===== src/compass_heading_averager_defines.svh =====
// ----------------------------------------------------------------------------
// Compass heading averager assertion macros
// Implication checks on the block clock, disabled while reset is held low.
// ----------------------------------------------------------------------------
`ifndef COMPASS_HEADING_AVERAGER_DEFINES_SVH
`define COMPASS_HEADING_AVERAGER_DEFINES_SVH

`ifndef SYNTHESIS
`define CHA_ASSERT_IMP(label, clk, rst_n, ante, cons) \
	label: assert property (@(posedge clk) disable iff (!rst_n) (ante) |-> (cons)) \
		else $error("compass heading averager check failed");
`define CHA_ASSERT_NXT(label, clk, rst_n, ante, cons) \
	label: assert property (@(posedge clk) disable iff (!rst_n) (ante) |=> (cons)) \
		else $error("compass heading averager check failed");
`else
`define CHA_ASSERT_IMP(label, clk, rst_n, ante, cons)
`define CHA_ASSERT_NXT(label, clk, rst_n, ante, cons)
`endif

`endif


===== src/cha_pkg.sv =====
// ----------------------------------------------------------------------------
// Compass heading averager package
// Fixed widths, angle constants, the arctangent table and the control states.
// ----------------------------------------------------------------------------
`default_nettype none

package cha_pkg;

	localparam int FIELD_W   = 16;
	localparam int XY_W      = 19;
	localparam int Z_W       = 31;
	localparam int WORK_FRAC = 20;
	localparam int TABLE_LEN = 24;
	localparam int STEP_W    = 5;
	localparam int SUM_W     = 24;
	localparam int CNT_W     = 8;
	localparam int OUT_W     = 16;
	localparam int DIV_CNT_W = 5;

	localparam logic signed [Z_W-1:0] DEG_90  = Z_W'(90 << WORK_FRAC);
	localparam logic signed [Z_W-1:0] DEG_180 = Z_W'(180 << WORK_FRAC);
	localparam logic signed [Z_W-1:0] DEG_270 = Z_W'(270 << WORK_FRAC);
	localparam logic signed [Z_W-1:0] DEG_360 = Z_W'(360 << WORK_FRAC);

	typedef enum logic [3:0] {
		ST_IDLE   = 4'b0001,
		ST_ROTATE = 4'b0010,
		ST_ACCUM  = 4'b0100,
		ST_DIVIDE = 4'b1000
	} state_t;

	function automatic logic signed [Z_W-1:0] atan_deg(input logic [STEP_W-1:0] idx);
		logic signed [Z_W-1:0] r;
		unique case (idx)
			5'd0:    r = Z_W'(47185920);
			5'd1:    r = Z_W'(27855475);
			5'd2:    r = Z_W'(14718068);
			5'd3:    r = Z_W'(7471121);
			5'd4:    r = Z_W'(3750058);
			5'd5:    r = Z_W'(1876857);
			5'd6:    r = Z_W'(938658);
			5'd7:    r = Z_W'(469358);
			5'd8:    r = Z_W'(234682);
			5'd9:    r = Z_W'(117342);
			5'd10:   r = Z_W'(58671);
			5'd11:   r = Z_W'(29335);
			5'd12:   r = Z_W'(14668);
			5'd13:   r = Z_W'(7334);
			5'd14:   r = Z_W'(3667);
			5'd15:   r = Z_W'(1833);
			5'd16:   r = Z_W'(917);
			5'd17:   r = Z_W'(458);
			5'd18:   r = Z_W'(229);
			5'd19:   r = Z_W'(115);
			5'd20:   r = Z_W'(57);
			5'd21:   r = Z_W'(29);
			5'd22:   r = Z_W'(14);
			5'd23:   r = Z_W'(7);
			default: r = '0;
		endcase
		return r;
	endfunction

endpackage

`default_nettype wire


===== src/compass_heading_averager.sv =====
// ----------------------------------------------------------------------------
// Compass heading averager
// Iterative CORDIC heading from magnetometer X/Y, running sum over a
// configured number of samples, and a bit-serial divider for the mean.
// ----------------------------------------------------------------------------
//
//  Channel  Handshake              Word contents
//  -------  ---------------------  ---------------------------------------
//  in       in_valid / in_ready    field_x, field_y (signed 16 bit)
//  out      out_valid / out_ready  mean_heading (unsigned, fraction bits)
//  cfg      cfg_valid / cfg_ready  cfg_data = samples_per_heading
//
//  An input word passes the accept state, min(CORDIC_STEPS, 24) CORDIC
//  rotations at one per cycle in the shared shift-and-add unit, and the
//  accumulate state; a word on an axis skips the rotations.
//  A word that completes a heading then goes through the radix-2 divider,
//  which develops one quotient bit per cycle while its last step is not held.
//  The result sits in an output register, so input words are taken while it
//  waits; only the last divider step holds while that register is occupied.
//  Reset is asynchronous and sets the FSM, sum, count, setting and valid flag;
//  the step and divider counters load before use, so there is no clearing pass.
`default_nettype none
`include "compass_heading_averager_defines.svh"

module compass_heading_averager #(
	parameter int ANGLE_FRACTION_BITS = 7,
	parameter int CORDIC_STEPS        = 16
) (
	input  wire logic               clk,
	input  wire logic               arst_n,
	input  wire logic               cfg_valid,
	output logic                    cfg_ready,
	input  wire logic [7:0]         cfg_data,
	input  wire logic               in_valid,
	output logic                    in_ready,
	input  wire logic signed [15:0] field_x,
	input  wire logic signed [15:0] field_y,
	output logic                    out_valid,
	input  wire logic               out_ready,
	output logic [15:0]             mean_heading
);

	import cha_pkg::*;

	localparam int STEPS = (CORDIC_STEPS < TABLE_LEN) ? CORDIC_STEPS : TABLE_LEN;
	localparam int HEAD_W = ANGLE_FRACTION_BITS + 9;
	localparam int HEAD_LSB = WORK_FRAC - ANGLE_FRACTION_BITS;

	state_t                  state_q;
	logic [CNT_W-1:0]        spc_q;
	logic [SUM_W-1:0]        sum_q;
	logic [CNT_W-1:0]        cnt_q;
	logic signed [XY_W-1:0]  x_q;
	logic signed [XY_W-1:0]  y_q;
	logic signed [Z_W-1:0]   z_q;
	logic [STEP_W-1:0]       step_q;
	logic [SUM_W-1:0]        num_q;
	logic [CNT_W:0]          den_q;
	logic [CNT_W:0]          rem_q;
	logic [DIV_CNT_W-1:0]    div_cnt_q;
	logic                    out_valid_q;
	logic [OUT_W-1:0]        mean_q;

	logic signed [XY_W-1:0]  x_in;
	logic signed [XY_W-1:0]  y_in;
	logic signed [XY_W-1:0]  x_sh;
	logic signed [XY_W-1:0]  y_sh;
	logic signed [Z_W-1:0]   ang;
	logic signed [Z_W-1:0]   folded;
	logic [HEAD_W-1:0]       head;
	logic [SUM_W-1:0]        sum_new;
	logic [CNT_W:0]          taken;
	logic [CNT_W:0]          target;
	logic                    emit;
	logic [CNT_W+1:0]        trial;
	logic                    q_bit;
	logic [CNT_W+1:0]        trial_sub;
	logic [SUM_W-1:0]        num_next;
	logic                    rot_last;
	logic                    div_last;
	logic                    div_go;

	assign cfg_ready    = 1'b1;
	assign in_ready     = (state_q == ST_IDLE);
	assign out_valid    = out_valid_q;
	assign mean_heading = mean_q;

	always_comb begin
		x_in = XY_W'(field_x);
		y_in = XY_W'(field_y);
		x_sh = x_q >>> step_q;
		y_sh = y_q >>> step_q;
		ang  = atan_deg(step_q);
		rot_last = (step_q == STEP_W'(STEPS - 1));

		if (z_q < 0) begin
			folded = z_q + DEG_360;
		end else if (z_q >= DEG_360) begin
			folded = z_q - DEG_360;
		end else begin
			folded = z_q;
		end
		head    = folded[HEAD_LSB +: HEAD_W];
		sum_new = sum_q + SUM_W'(head);
		taken   = {1'b0, cnt_q} + (CNT_W+1)'(1);
		target  = (spc_q == '0) ? (CNT_W+1)'(1) : {1'b0, spc_q};
		emit    = (taken >= target);

		trial     = {rem_q, num_q[SUM_W-1]};
		trial_sub = trial - {1'b0, den_q};
		q_bit     = (trial >= {1'b0, den_q});
		num_next  = {num_q[SUM_W-2:0], q_bit};
		div_last  = (div_cnt_q == DIV_CNT_W'(SUM_W - 1));
		div_go    = !(div_last && out_valid_q && !out_ready);
	end

	always_ff @(posedge clk or negedge arst_n) begin
		if (!arst_n) begin
			state_q     <= ST_IDLE;
			spc_q       <= CNT_W'(1);
			sum_q       <= '0;
			cnt_q       <= '0;
			out_valid_q <= 1'b0;
		end else begin
			if (cfg_valid) begin
				spc_q <= cfg_data;
			end
			out_valid_q <= (state_q == ST_DIVIDE && div_go && div_last) ||
				(out_valid_q && !out_ready);
			unique case (state_q)
				ST_IDLE: begin
					if (in_valid) begin
						if (field_y == '0 || field_x == '0) begin
							state_q <= ST_ACCUM;
						end else begin
							state_q <= ST_ROTATE;
						end
					end
				end
				ST_ROTATE: begin
					if (rot_last) begin
						state_q <= ST_ACCUM;
					end
				end
				ST_ACCUM: begin
					if (emit) begin
						sum_q   <= '0;
						cnt_q   <= '0;
						state_q <= ST_DIVIDE;
					end else begin
						sum_q   <= sum_new;
						cnt_q   <= taken[CNT_W-1:0];
						state_q <= ST_IDLE;
					end
				end
				ST_DIVIDE: begin
					if (div_go && div_last) begin
						state_q <= ST_IDLE;
					end
				end
				default: state_q <= ST_IDLE;
			endcase
		end
	end

	always_ff @(posedge clk) begin
		unique case (state_q)
			ST_IDLE: begin
				step_q <= '0;
				if (field_y == '0) begin
					z_q <= (field_x < 0) ? DEG_180 : '0;
				end else if (field_x == '0) begin
					z_q <= (field_y > 0) ? DEG_90 : DEG_270;
				end else if (field_x < 0) begin
					x_q <= -x_in;
					y_q <= -y_in;
					z_q <= DEG_180;
				end else begin
					x_q <= x_in;
					y_q <= y_in;
					z_q <= '0;
				end
			end
			ST_ROTATE: begin
				step_q <= step_q + STEP_W'(1);
				if (y_q > 0) begin
					x_q <= x_q + y_sh;
					y_q <= y_q - x_sh;
					z_q <= z_q + ang;
				end else begin
					x_q <= x_q - y_sh;
					y_q <= y_q + x_sh;
					z_q <= z_q - ang;
				end
			end
			ST_ACCUM: begin
				num_q     <= sum_new;
				den_q     <= taken;
				rem_q     <= '0;
				div_cnt_q <= '0;
			end
			ST_DIVIDE: begin
				if (div_go) begin
					num_q     <= num_next;
					rem_q     <= q_bit ? trial_sub[CNT_W:0] : trial[CNT_W:0];
					div_cnt_q <= div_cnt_q + DIV_CNT_W'(1);
					if (div_last) begin
						mean_q <= num_next[OUT_W-1:0];
					end
				end
			end
			default: begin
				step_q <= '0;
			end
		endcase
	end

	`CHA_ASSERT_NXT(a_busy_after_accept, clk, arst_n, in_valid && in_ready, !in_ready)
	`CHA_ASSERT_IMP(a_rem_below_den, clk, arst_n, state_q == ST_DIVIDE, rem_q < den_q)
	`CHA_ASSERT_IMP(a_count_bound, clk, arst_n, 1'b1, cnt_q != '1)
	`CHA_ASSERT_IMP(a_step_bound, clk, arst_n, state_q == ST_ROTATE,
		step_q < STEP_W'(STEPS))
	`CHA_ASSERT_NXT(a_emit_divides, clk, arst_n, state_q == ST_ACCUM && emit,
		state_q == ST_DIVIDE && sum_q == '0)

endmodule

`default_nettype wire


===== config.mk =====
export PLATFORM = sky130hd
export DESIGN_NAME = compass_heading_averager
export DESIGN_NICKNAME = d
export VERILOG_FILES = /design/src/cha_pkg.sv /design/src/compass_heading_averager.sv
export VERILOG_INCLUDE_DIRS = /design/src /design/src/src
export SDC_FILE = /design/constraint.sdc
export NUM_CORES = 1
export LEC_CHECK = 0
export BUFFER_PORTS_ARGS = -buffer_cell sky130_fd_sc_hd__buf_2
export CAP_MARGIN = 20
export CELL_PAD_IN_SITES_DETAIL_PLACEMENT = 0
export CELL_PAD_IN_SITES_GLOBAL_PLACEMENT = 1
export CORE_MARGIN = 4
export CORE_UTILIZATION = 55
export CTS_BUF_LIST = sky130_fd_sc_hd__clkbuf_4
export DETAILED_ROUTE_END_ITERATION = 10
export PLACE_DENSITY_LB_ADDON = 0.1
export SYNTH_ARGS = -nofsm -noshare
export SYNTH_HDL_FRONTEND = slang
export SYNTH_SLANG_ARGS = --single-unit

===== constraint.sdc =====
create_clock -name clk -period 11.6 [get_ports clk]
set_input_delay 1.74 -clock clk [delete_from_list [all_inputs] [get_ports clk]]
set_output_delay 1.74 -clock clk [all_outputs]
set_load 0.03 [all_outputs]

# Word-level counts from Yosys, hierarchy flattened
# Memory sizes are Yosys's and may differ from the RTL's. A register that Yosys moved wholly into a read port is not among the register bits.
# Cells that the tools add are included.
# W data, S select, Z words.
[op_classes] bitwise_logic=1 shifts=2 n_mux=36 n_lt_le_gt_ge=7 reduce_logical=20 addsub=15 eq_ne=12
[op_table] cell="$mux W19" n=8
[op_table] cell="$mux W29" n=5
[op_table] cell="$pmux W19 S2" n=2
[op_table] cell="$pmux W31 S2" n=1
[op_table] cell="$mux W24" n=2
[op_table] cell="$pmux W24 S2" n=1
[op_table] cell="$add A19 B19 Y19" n=2
[op_table] cell="$neg A16 Y19" n=2
[op_table] cell="$sshr A19 B5 Y19" n=2
[op_table] cell="$sub A19 B19 Y19" n=2
[op_table] cell="$logic_not A16 Y1" n=2
[op_table] cell="$add A31 B31 Y31" n=1
[op_table] cell="$ge A31 B30 Y1 const B" n=1
[op_table] cell="$lt A31 B1 Y1 const B" n=1
[op_table] cell="$mux W31" n=1
[op_table] cell="$sub A31 B31 Y31" n=1
[op_table] cell="$add A29 B29 Y29 const B" n=1
[op_table] cell="$sub A29 B29 Y29 const B" n=1
[op_table] cell="$mux W28" n=1
[op_table] cell="$add A24 B16 Y24" n=1
[op_table] cell="$pmux W5 S2" n=2
[op_table] cell="$gt A19 B1 Y1 const B" n=1
[op_table] cell="$mux W9" n=2
[op_table] cell="$pmux W9 S2" n=1
[op_table] cell="29 further kinds" n=49
[word_totals] reg_bits=182 romBits=832 n_memories=1 inputBits=45 word_cells=108 output_inout_bits=19
[memory_table] name="(no name shown)" depth=32 word_bits=26 rd=1 rd_clocked_by_memory_dff=1 wr=0 line="cha_pkg.sv:34" text="unique case (idx)"

# Logic depth before layout (Yosys ltp)
[depth] ltp_word=7 ltp_mapped=23 depth_no_buf=20

# Worst setup path after synthesis
# No wires, ideal clock.
[synth_timing] path_kind="register to register" from="reg step_q[1]" to="reg x_q[18], data pin" path_slack_ns=6.376 path_stages_with_launch=20 n_path_buf=2 arrival_ns=4.958 required_time_ns=11.334 setup_time_ns=0.266 period_less_slack_ns=5.224 path_cell_list="edfxtp_1 buf_2 buf_1 mux4_2 mux2_2 a222oi_1 nand2_1 nor4_2 a21oi_1 xor2_1 ha_1 a211oi_1 o211ai_1 a31o_2 a41oi_1 o21bai_1 a2111oi_0 o41ai_1 xor2_1 nor2_1"
[synth_via] elab_chain_cells=4 elab_cells_between_ends=5 classes_between="add/sub: 2; shift: 1; mux: 2"
[synth_lines] element="start: declaration" line="compass_heading_averager.sv:56" text="logic [STEP_W-1:0] step_q;"
[synth_lines] element="start signal: assignment" line="compass_heading_averager.sv:185" text="step_q <= step_q + STEP_W'(1);"
[synth_lines] element="$sshr A19 B5 Y19 (*)" line="compass_heading_averager.sv:92" text="y_sh = y_q >>> step_q;"
[synth_lines] element="$sub A19 B19 Y19 or $add A19 B19 Y19 (tied branches)" line="compass_heading_averager.sv:191, compass_heading_averager.sv:187"
[synth_lines] element="$mux W19 (*)" line="compass_heading_averager.sv:186" text="if (y_q > 0) begin"
[synth_lines] element="$pmux W19 S2 (*)" line="compass_heading_averager.sv:167" text="unique case (state_q)"
[synth_lines] element="end signal: assignment" line="compass_heading_averager.sv:175" text="x_q <= -x_in;"
[synth_lines] element="end signal: assignment" line="compass_heading_averager.sv:187" text="x_q <= x_q + y_sh;"
[synth_lines] element="end signal: assignment" line="compass_heading_averager.sv:191" text="x_q <= x_q - y_sh;"
[synth_lines] element="end: declaration" line="compass_heading_averager.sv:53" text="logic signed [XY_W-1:0] x_q;"
# Every way passes the cells marked *; elsewhere a longest branch is shown, timed or not.
# A chain may end at the register's enable or synchronous reset.

# Worst setup path in the final report
# Ends and elaborated chain as after synthesis.

==> run metrics <==
total die area between 30,000 and 40,000 sq um; I/O pin count 64; slowest stage cell, crit path edfxtp_1; # setup viols final 0; number of detailed-route iterations in the first pass 6; Clk Latency, worst-skew pair 0.77 ns; initial antenna violation count 1; Synth Net Count about 2,000; status finished, final reports clean; CP Capture Type flop; unrepaired setup endpoints after global routing no; initial DRC count 1,205; worst-margin pin slew ~1.1 ns; fillers about 2,800; R2R Path Start step_q[1]$_DFFE_PN_; CP peak stage delay around 0.8 ns; clock buffer depth 3; Slew Viols, Final 0; Clock Pin Slew Worst Setup and Hold Paths ~0.06 ns; Buffers on Ports 62; crit path from step_q[1]$_DFFE_PN_; Rel. slew slack between 20 and 30%; worst hold path class flop to flop; CTS tree built; GRT Residual Overflow 0; Seq/Total Area, Yosys between 30% and 40%; most used cell along the critical path xor2_1; Initial Utilization a little under three fifths; layout cells sized above 1 12.34%; Vias/cell around 6.2; Routed Antenna Nets 0; Max Cap Viol 0; pin count of the biggest net entering global routing between 70 and 80; via count of the routed design between 10,000 and 15,000; worst hold start num_q[4]$_DFFE_PP_; WL/cell around 19 um; Unique masters post-synth 86; skew final roughly 0.058 ns; critical path arrival ~7.1 ns; Peak Freq around 0.15 GHz; RePlAce Congestion around 0.97; Syn-to-layout area delta 8.462%; worst-path fanout max 29; Die W between 150 and 200 um; Die H approximately 180 um; yosys warns 0; Crit path max-delay family compound AO/OA/AOI/OAI gates; number of synthesized flops with an enable pin ~140; Post-CTS Setup Bufs 0; flops & latches, synth 208; Critical Path Start Type flop; Crit Path Category flop to flop; fraction of registers with async set/reset between 20 and 25%; Post-synth top flop edfxtp_1; CP Data Required Time roughly 12 ns; HPWL after DPL roughly 34 mm; Fin. Hold Viols 0; Final Critical Period roughly 6.7 ns; Hold-fix buffers, CTS 0; CTS root buffer clkbuf_4; H-Tree Depth 2; synthesized area per cell approximately 9.1 sq um; post-CTS sizing 0; first-pass GRT wire length between 70 and 80 mm; num rows 64; core area between 30,000 and 40,000 sq um; nets between 2,000 and 2,500; CTS buffer count ~60; Cell Area, Synth between 15,000 and 20,000 sq um; Tot GR Track Use a little over a quarter; vias in the first global route between 10,000 and 15,000; clock net sink count 208; Total Wirelength 45.41 mm; Residual DRC 0; setup_tns 0 ns; crit-path cells buf_4 -> mux4_1 -> mux2_2 -> a222oi_1 -> nand2_1 -> nor4_2 -> a21oi_1 -> xor2_1 -> ha_1 -> a211oi_1 -> o211ai_1 -> a31o_2 -> a41oi_1 -> o21bai_1 -> a2111oi_0 -> o41ai_1 -> xor2_1 -> nor2_1; Gate Count Post-Synth ~1,900; Final period util 57.33%; CP bufs+invs 1
==> cells in the final DEF, fill, tap and decap left out, types with 9 or more instances in the layout <==
master,synthesis,final
nand3_1,37,37
nor2b_1,20,20
buf_2,6,62
o41ai_1,13,13
dfxtp_1,26,26
xnor2_1,90,90
or2_2,10,10
o21bai_1,9,9
nand4_1,13,13
clkinv_1,2,11
mux2_2,10,10
inv_1,71,71
a31oi_1,16,16
a21o_1,36,36
and2_1,15,15
nor4_1,18,18
o21ai_0,167,167
o211ai_1,18,18
a21oi_1,138,136
ha_1,119,119
nor3_1,38,38
mux4_1,21,21
xor2_1,85,85
clkbuf_4,0,87
mux4_2,15,15
buf_4,1,23
edfxtp_1,137,137
o31ai_1,35,35
nor2_1,168,167
dfrtp_1,43,43
o21a_1,13,13
a211oi_1,22,22
nand2_1,206,206
mux2i_1,20,20
nand2b_1,27,27
==> synthesized netlist by cell type (all sizes together) (8+ instances only) <==
master	n	area [sq um]
xor2	85	744.5
nand3	38	195.2
nand4	13	81.33
o21ai	167	835.8
a211oi	22	165.2
a31oi	16	100.1
o21bai	9	67.56
o31ai	35	262.8
o211ai	18	135.1
dfxtp	26	520.5
o22ai	8	50.05
and2	15	93.84
dfrtp	43	1076
or4	8	60.06
or2	10	62.56
mux2	10	112.6
ha	119	1489
o41ai	14	130.1
nand2	206	773.2
a21o	36	270.3
edfxtp	137	4114
nor3	38	190.2
nand3b	8	60.06
mux2i	20	200.2
mux4	36	889.6
nor4	20	146.4
inv	71	266.5
buf	15	110.1
or3	8	50.05
o21a	13	97.59
xnor2	90	788.3
clkbuf	66	247.7
nor2b	20	125.1
nand2b	27	168.9
nor2	168	630.6
a21oi	138	690.7
==> per-stage QoR <==
stage                     utilization, %  hold WS, ns  std cells  setup WS, ns  area (sq um)
final                              60.45       0.4530       2390         4.950         18490
after global placement             57.83       0.4346       2280         5.227         17690
after floorplan                        -       0.4262       1881         6.376         17050
after CTS                          60.36       0.4553       2387         4.996         18470
after detailed placement           57.83       0.4384       2280         5.036         17690
after global routing               60.45       0.4666       2390         4.507         18490
==> metal layers <==
layer / vias up / track usage (%) / part of all wire, %
met5: - / 0 / 0
met4: 0 / 6.744 / 2.1
met3: 80 / 4.531 / 6.5
met2: 450 / 40.99 / 44
met1: 7038 / 38.56 / 47
li1: 7146 / - / -
==> cell families (layout without fill, tap and decap cells) <==
logic type	count (synthesis)	count (layout)	synth area share, %
multiplexers	66	66	7.053
other	1	2	0.02200
buffers and inverters	154	266	3.706
adder cells (fa/ha/maj)	124	124	9.321
XOR/XNOR	175	175	8.991
AND/OR/NAND/NOR	608	608	16.98
AO/OA/AOI/OAI	545	545	20.12
flip-flops	208	208	33.81
==> sequential cells by signal, indices dropped and copies added, names as in the netlist <==
name / flops
mean_heading: 16
x_q: 19
out_valid: 1
den_q: 9
step_q: 5
rem_q: 9
spc_q: 8
z_q: 31
ang: 26
state_q: 4
y_q: 19
sum_q: 24
div_cnt_q: 5
num_q: 24
cnt_q: 8
==> path summary, 6_finish.rpt <==
kind,endpoint,slack [ns],cells past startpoint
max,x_q[18]$_DFFE_PP_,4.95,18
min,mean_heading[5]$_DFFE_PP_,0.45,0
max reg2reg,x_q[18]$_DFFE_PP_,4.95,18
min reg2reg,mean_heading[5]$_DFFE_PP_,0.45,0
max in group asynchronous,out_valid$_DFF_PN0_,10.05,2
min in group asynchronous,sum_q[2]$_DFFE_PN0P_,1.08,2
==> final cells by class <==
cell class / instances / area, sq um / area share [%]
flip-flops and latches: 208 / 5763 / 31.17
repair buffers: 86 / 498.0 / 2.693
clock inverters: 20 / 121.4 / 0.6564
inverters: 73 / 274.0 / 1.482
diodes: 1 / 2.502 / 0.01353
multi-input cells: 1519 / 10680 / 57.77
clock buffers: 87 / 653.1 / 3.532
well taps: 396 / 495.5 / 2.680
Power is not shown: default switching activity piles up to over one toggle a cycle in this logic, so the estimate is an artifact.
